### src/hdl/qsnu_pkg.sv
// qsnu_pkg: types, codes and sizes shared by the quadratic surface neighbor update unit
// no dependencies; imported by qsnu_coef_mem, qsnu_mac and the top level
package qsnu_pkg;

   localparam int MATRIX_DIM     = 6;
   localparam int NEIGHBOR_COUNT = 4;
   localparam int COEF_ROWS      = NEIGHBOR_COUNT * MATRIX_DIM;
   localparam int COEF_DEPTH     = COEF_ROWS * MATRIX_DIM;
   localparam int ROW_W          = $clog2(COEF_ROWS);
   localparam int LANE_W         = $clog2(MATRIX_DIM);
   localparam int WORD_W         = 32;
   localparam int PROD_W         = 2 * WORD_W;
   localparam int RND_W          = PROD_W - 16;
   localparam int SUM_W          = RND_W + 3;
   localparam int ACC_W          = 64;
   localparam int CSR_IDX_W      = 2;

   // coefficient address split: row = (idx * 171) >> 10 is exact for 8-bit idx
   localparam int DIV6_MUL   = 171;
   localparam int DIV6_SHIFT = 10;

   typedef enum logic [1:0] {
      MODE_LOAD     = 2'd0,
      MODE_CENTER   = 2'd1,
      MODE_NEIGHBOR = 2'd2
   } mode_type;

   localparam logic [1:0] BREAK_NONE      = 2'd0;
   localparam logic [1:0] BREAK_THRESHOLD = 2'd1;
   localparam logic [1:0] BREAK_LABEL     = 2'd2;

   localparam logic [1:0] DIR_SOUTH = 2'd3;

   localparam logic [CSR_IDX_W-1:0] CSR_BREAK_MODE      = 2'd0;
   localparam logic [CSR_IDX_W-1:0] CSR_BREAK_THRESHOLD = 2'd1;

   typedef logic [WORD_W-1:0]            word_type;
   typedef word_type [MATRIX_DIM-1:0]    vec_type;
   typedef logic signed [ACC_W-1:0]      acc_type;
   typedef acc_type [MATRIX_DIM-1:0]     acc_vec_type;

   typedef enum logic [1:0] {
      ST_IDLE,
      ST_ISSUE,
      ST_DRAIN,
      ST_EMIT
   } state_type;

   typedef struct packed {
      logic [1:0]         mode;
      logic [1:0]         direction;
      logic [7:0]         coef_index;
      logic signed [31:0] val_z;
      logic signed [31:0] val_a;
      logic signed [31:0] val_b;
      logic signed [31:0] val_c;
      logic signed [31:0] val_d;
      logic signed [31:0] val_e;
      logic [7:0]         region_label;
      logic [11:0]        col;
      logic [11:0]        row;
   } req_type;

   typedef struct packed {
      logic signed [31:0] new_z;
      logic signed [31:0] new_a;
      logic signed [31:0] new_b;
      logic signed [31:0] new_c;
      logic signed [31:0] new_d;
      logic signed [31:0] new_e;
      logic [11:0]        col_out;
      logic [11:0]        row_out;
   } rsp_type;

   // tag that travels with one matrix row through the multiply pipeline
   typedef struct packed {
      logic              valid;
      logic              last;
      logic [LANE_W-1:0] lane;
      logic              clear;
   } mac_ctrl_type;

   function automatic logic [WORD_W-1:0] sat32(input acc_type v);
      logic upper_ones;
      logic upper_zeros;
      upper_ones  = &v[ACC_W-1:WORD_W-1];
      upper_zeros = ~|v[ACC_W-1:WORD_W-1];
      if (upper_ones || upper_zeros) begin
         return v[WORD_W-1:0];
      end else if (v[ACC_W-1]) begin
         return {1'b1, {(WORD_W-1){1'b0}}};
      end else begin
         return {1'b0, {(WORD_W-1){1'b1}}};
      end
   endfunction

endpackage

### src/hdl/qsnu_coef_mem.sv
// qsnu_coef_mem: coefficient store, one bank per matrix column, a whole row read per cycle
// depends on qsnu_pkg
module qsnu_coef_mem
   import qsnu_pkg::*;
(
   input  logic              clock,
   input  logic              wr_en,
   input  logic [ROW_W-1:0]  wr_row,
   input  logic [LANE_W-1:0] wr_col,
   input  word_type          wr_data,
   input  logic              rd_en,
   input  logic [ROW_W-1:0]  rd_row,
   output vec_type           rd_data
);

   for (genvar c = 0; c < MATRIX_DIM; c++) begin : g_bank
      word_type bank [COEF_ROWS];

      always_ff @(posedge clock) begin
         if (wr_en && wr_col == LANE_W'(c)) begin
            bank[wr_row] <= wr_data;
         end
         if (rd_en) begin
            rd_data[c] <= bank[rd_row];
         end
      end
   end

endmodule

### config.mk
export PLATFORM = sky130hd
export DESIGN_NAME = qsnu_coef_mem
export DESIGN_NICKNAME = d
export VERILOG_FILES = /design/src/hdl/qsnu_pkg.sv /design/src/hdl/qsnu_coef_mem.sv
export SDC_FILE = /design/constraint.sdc
export NUM_CORES = 2
export LEC_CHECK = 0
export BUFFER_PORTS_ARGS = -buffer_cell sky130_fd_sc_hd__buf_4
export CAP_MARGIN = 20
export CORE_UTILIZATION = 45
export DETAILED_ROUTE_END_ITERATION = 8
export GPL_TIMING_DRIVEN = 0
export SETUP_SLACK_MARGIN = 0.3
export SLEW_MARGIN = 5
export SYNTH_ARGS = -nofsm -noshare
export SYNTH_HDL_FRONTEND = slang
export SYNTH_MEMORY_MAX_BITS = 65536
export SYNTH_SLANG_ARGS = --single-unit
### constraint.sdc
create_clock -name clock -period 2.9 [get_ports clock]
set_input_delay 0.29 -clock clock [delete_from_list [all_inputs] [get_ports clock]]
set_output_delay 0.29 -clock clock [all_outputs]
set_load 0.01 [all_outputs]
## Yosys cells after proc, flatten, opt, wreduce, memory -nomap -nowiden

Memories as Yosys holds them, arrays and structs flattened. A register that Yosys moved wholly into a read port is not among the register bits.
Cells that the tools add are included.
Widths: inputs -> output; s select.

- Register bits: 0
- Bits in writable memories: 4608
- Bits of input ports: 48
- Output and inout bits: 192
- Logic and storage cells: 30
- Memories kept: 6

- Equality and inequality tests: 5
- Muxes and demuxes: 12
- Reductions and logical operators: 7

Memories:

| memory | depth | bits a word | rd ports | clocked after memory_dff | wr ports | line | text |
|---|---|---|---|---|---|---|---|
| g_bank[0].bank | 24 | 32 | 1 | 1 | 1 | qsnu_coef_mem.sv:17 | `word_type bank [COEF_ROWS];` |
| g_bank[1].bank | 24 | 32 | 1 | 1 | 1 | qsnu_coef_mem.sv:17 |  |
| g_bank[2].bank | 24 | 32 | 1 | 1 | 1 | qsnu_coef_mem.sv:17 |  |
| g_bank[3].bank | 24 | 32 | 1 | 1 | 1 | qsnu_coef_mem.sv:17 |  |
| g_bank[4].bank | 24 | 32 | 1 | 1 | 1 | qsnu_coef_mem.sv:17 |  |
| g_bank[5].bank | 24 | 32 | 1 | 1 | 1 | qsnu_coef_mem.sv:17 |  |

Operators with widths:

| operator | number |
|---|---|
| $mux 1 | 12 |
| $eq 3x2->1 const B | 2 |
| $eq 3x3->1 const B | 2 |
| $logic_and 1x1->1 | 6 |
| $eq 3x1->1 const B | 1 |
| $logic_not 3->1 | 1 |

## Longest topological paths before layout

- Depth in word-level cells: 4
- Gate-level depth with buffers: 10
- Gate-level depth less buffers: 4

## Least setup slack after synthesis

No wires, ideal clock.

- Path type: input-to-reg
- Start: in wr_en
- End: mem g_bank[3].bank[5][0] in the netlist's numbering, enable pin
- Setup time: 0.421 ns
- Arrival time: 2.305 ns
- Required time: 2.479 ns
- Slack: 0.174 ns
- Cell stages on the path: 4
- Buffers on the path: 1
- Cell sequence: nor2b_1 > nand3_1 > clkbuf_1 > nor2_1

- Word-level cells in the longest chain between the ends: 3

RTL lines:

| item | line | text |
|---|---|---|
| start: declaration | qsnu_coef_mem.sv:7 | `input logic wr_en,` |
| $logic_and 1x1->1 | qsnu_coef_mem.sv:20 | `if (wr_en && wr_col == LANE_W'(c)) begin` |
| $mux 1 | qsnu_coef_mem.sv:20 |  |
| $mux 1 (not written as such) | qsnu_coef_mem.sv:21 | `bank[wr_row] <= wr_data;` |
| end: declaration | qsnu_coef_mem.sv:17 |  |

Every way passes these cells.

==> metrics.csv <==
stage,metric,value,unit
status,outcome,"finished, final reports clean",
synth,synth_compound_area_share,3.79,%
routing,final_antenna_net_count,0,
layout,layout-drive-gt1-share,23.6,%
sta,final-setup-viol-count,0,
synth,synth-seq-area-share,79.2,%
die,std_cell_rows,233,
worst_setup_path,slowest_delay,0.80,ns
worst_setup_path,regToRegSetupSlack,0.80,ns
synth,synth_cell_types,28,
layout,syn2layout_area_growth,16.3,%
global_route,grtUsageMet2,38.3,%
power_and_ir_drop,vdd_drop_max,555,uV
sta,grt_setup_unrepaired,true,
global_route,use_met3,3.62,%
worst_setup_path,end_kind,flop,
sta,finalCriticalPeriod,2.73,ns
clock_tree,cts-root-buf,clkbuf_16,
clock_tree,clk_pin_slew,0.06,ns
place,place_ws,-1.43,ns
layout,fillerInstances,31006,
sta,finalWorstSetupSlack,0.173,ns
routing,drc,0,
clock_tree,postCtsSetupBuffers,0,
synth,synth-adder-area-share,0,%
global_route,busiest_layer,met2,
worst_setup_path,reg2reg_from,g_bank[1].bank[7][30],
die,die-area,0.407,mm2
synth,synth_top_area_share,79.2,%
synth,yosysWarnings,0,
global_route,grt_pass1_wl,687000,um
die,die_h,638,um
routing,wl,493000,um
hold_path,min_to,g_bank[4].bank[22][0],
place,io_buffers,236,
worst_setup_path,path_cells,"buf_4, buf_2, buf_4, buf_2, mux4_2, mux2i_1, o311ai_1",
power_and_ir_drop,power-per-cell-area,677,mW/mm2
routing,drt_iter0_markers,10805,
sta,fin_crit_sh,94.0,%
synth,synth_area,0.182,mm2
global_route,grt.overflow.total,0,
global_route,grt_max_degree,145,
sta,hold_ws,0.160,ns
routing,vias,89659,
die,die_w,638,um
die,start_util,45.2,%
synth,synthSimpleGateAreaFrac,0.733,%
run,maxCapViolCount,0,
die,core,0.403,mm2
hold_path,hold_path.class,in2reg,
clock_tree,cts_tree,built,
clock_tree,clock_sinks,4800,
worst_setup_path,path_class,in2reg,
clock_tree,clk_latency,1.04,ns
hold_path,whs_path_depth,3,
synth,synth_xor_area_share,0,%
sta,slew_viol_final,0,
worst_setup_path,worstSetupStartpointType,input pin,
sta,slew-limit-headroom,15.8,%
synth,yosysTopAreaCell,edfxtp_1,
synth,synth_area_per_cell,21.9,um2
routing,wl_per_cell,32.6,um
worst_setup_path,cp_slowest_cell,o311ai_1,
global_route,grt_usage,23.9,%
sta,worst_pin_slew,1.26,ns
synth,ys_top_cells_by_area,"edfxtp_1 (79%), mux4_2 (9.1%), mux2i_1 (5.5%)",
sta,fin_skew,0.0694,ns
worst_setup_path,worst-r2r-cell-count,4,
sta,timing.fmax,0.367,GHz
global_route,antenna_found_initial,43,
hold_path,hp-start,wr_col[2],
synth,synthCells,8309,
routing,dr.pass1.iters,9,
synth,synth.mux.area_fraction,14.8,%
synth,ys_ff_latch,4800,
clock_tree,cts_buffers,475,
place,dp_hpwl,329000,um
layout,finalNetCount,9324,
clock_tree,clockBufferDepth,4,
global_route,grt_pass1_vias,90288,
sta,finalHoldViolations,0,
global_route,use_met1,33.4,%
worst_setup_path,cp_max_fo,10,
worst_setup_path,critPathRequiredTime,3.57,ns
synth,synth_nets,8357,
synth,synth_top_family_by_area,multiplexers,
die,num_io_pins,240,
power_and_ir_drop,p_leak,67.6,nW
worst_setup_path,crit_arrival,3.40,ns
clock_tree,cts.htree.levels,5,
worst_setup_path,reg2reg_to,rd_data[62],
place,gp_congestion,0.831,
routing,vias_per_cell,5.94,
synth_stat cells, drive strengths merged:
cell	n
edfxtp	4800
mux2i	991
mux4	737
buf	270
clkbuf	232
a22oi	223
o211ai	192
a221oi	161
o21ai	161
o311ai	161
nor2	148
nand2	88
nand3	65
a21oi	31
mux2	31
nor2b	7
and2	3
nor3b	3
and3b	2
nand2b	1
nand3b	1
nor3	1
metrics by stage:
step                power (mW)  std cells  utilization (%)  area [um2]  setup TNS (ns)
detailed placement        85.9      14154             48.7      196000         -424.99
floorplan                 81.8       8309                -      182000               0
global route               147      15088             52.5      211000               0
CTS                        144      15059             52.5      211000               0
finish                     143      15103             52.5      211000               0
global placement          85.5      13950             47.3      190000        -8173.73
critical path, delay by kind of cell:
family	cells	cell delay [ns]
AOI/OAI and AO/OA	1	0.80
muxes	2	0.40
buffers and inverters	4	1.81
area by class of cell:
cell class	instances	area, um2	share of cell area (%)
Sequential cell	4800	144000	68.2
Multi-Input combinational cell	3007	36200	17.1
Clock buffer	571	12300	5.80
Timing Repair Buffer	490	6800	3.21
Tap cell	5405	6760	3.20
Buffer	502	2720	1.28
Clock inverter	302	2540	1.20
Antenna cell	26	65.1	0.0308
how the worst max path moves through the flow:
stage / start / endpoint / slack, ns / cells after the start
2_1_floorplan: wr_en / g_bank[3].bank[5][0] / 0.17 / 4
3_3_place_gp: rd_row[3] / rd_data[62] / -3.50 / 6
3_5_place_dp: rd_row[1] / rd_data[191] / -1.43 / 7
4_1_cts: rd_row[1] / rd_data[130] / 0.30 / 7
5_1_grt: rd_row[1] / rd_data[31] / 0.29 / 7
6_report: rd_row[1] / rd_data[31] / 0.17 / 7
metal layers:
layer	up-vias	share of wire (%)
li1	37247	-
met1	47794	41
met2	3864	48
met3	750	7.3
met4	4	4.0
met5	-	0.0053
flip-flops by register name, indices dropped and copies added (netlist names):
name	cells
g_bank.bank	4608
rd_data	192
cells in the final DEF (no fill, tap or decap), drive strengths merged:
cell and n:
clkbuf 808, o211ai 192, clkinv 248, buf 720, dlygate4sd3 33, nand3 65
nand3b 1, nor3b 3, a22oi 223, o311ai 161, clkdlybuf4s18 2, nand2 88
diode 26, and2 3, a221oi 161, inv 9, nor3 1, bufinv 27
nand2b 1, mux4 737, mux2 31, o21ai 161, clkinvlp 18, a21oi 31
edfxtp 4800, mux2i 991, and3b 2, nor2b 7, nor2 148
where the power goes:
part           leakage, nW  switching (mW)  internal (mW)  total (mW)
registers             43.3          0.0974           76.8        76.9
clock network         7.21            26.2           32.6        58.8
logic                 17.1            5.01           2.55        7.56
kinds of logic after synthesis:
kind of cell	after synthesis
buffers and inverters	502
muxes	1759
DFF	4800
AOI/OAI and AO/OA	929
and+or+nand+nor	319
timing repair:
| item | 4_1_cts | 5_1_grt |
|---|---|---|
| gates cloned | 0 | 0 |
| hold buffers | 32 | 1 |
| gates resized for setup | 10 | 10 |
| hold endpoints to repair | 1830 | 41 |
| endpoints found under the setup margin | 161 | 10 |
(Power assumes the default switching activity.)
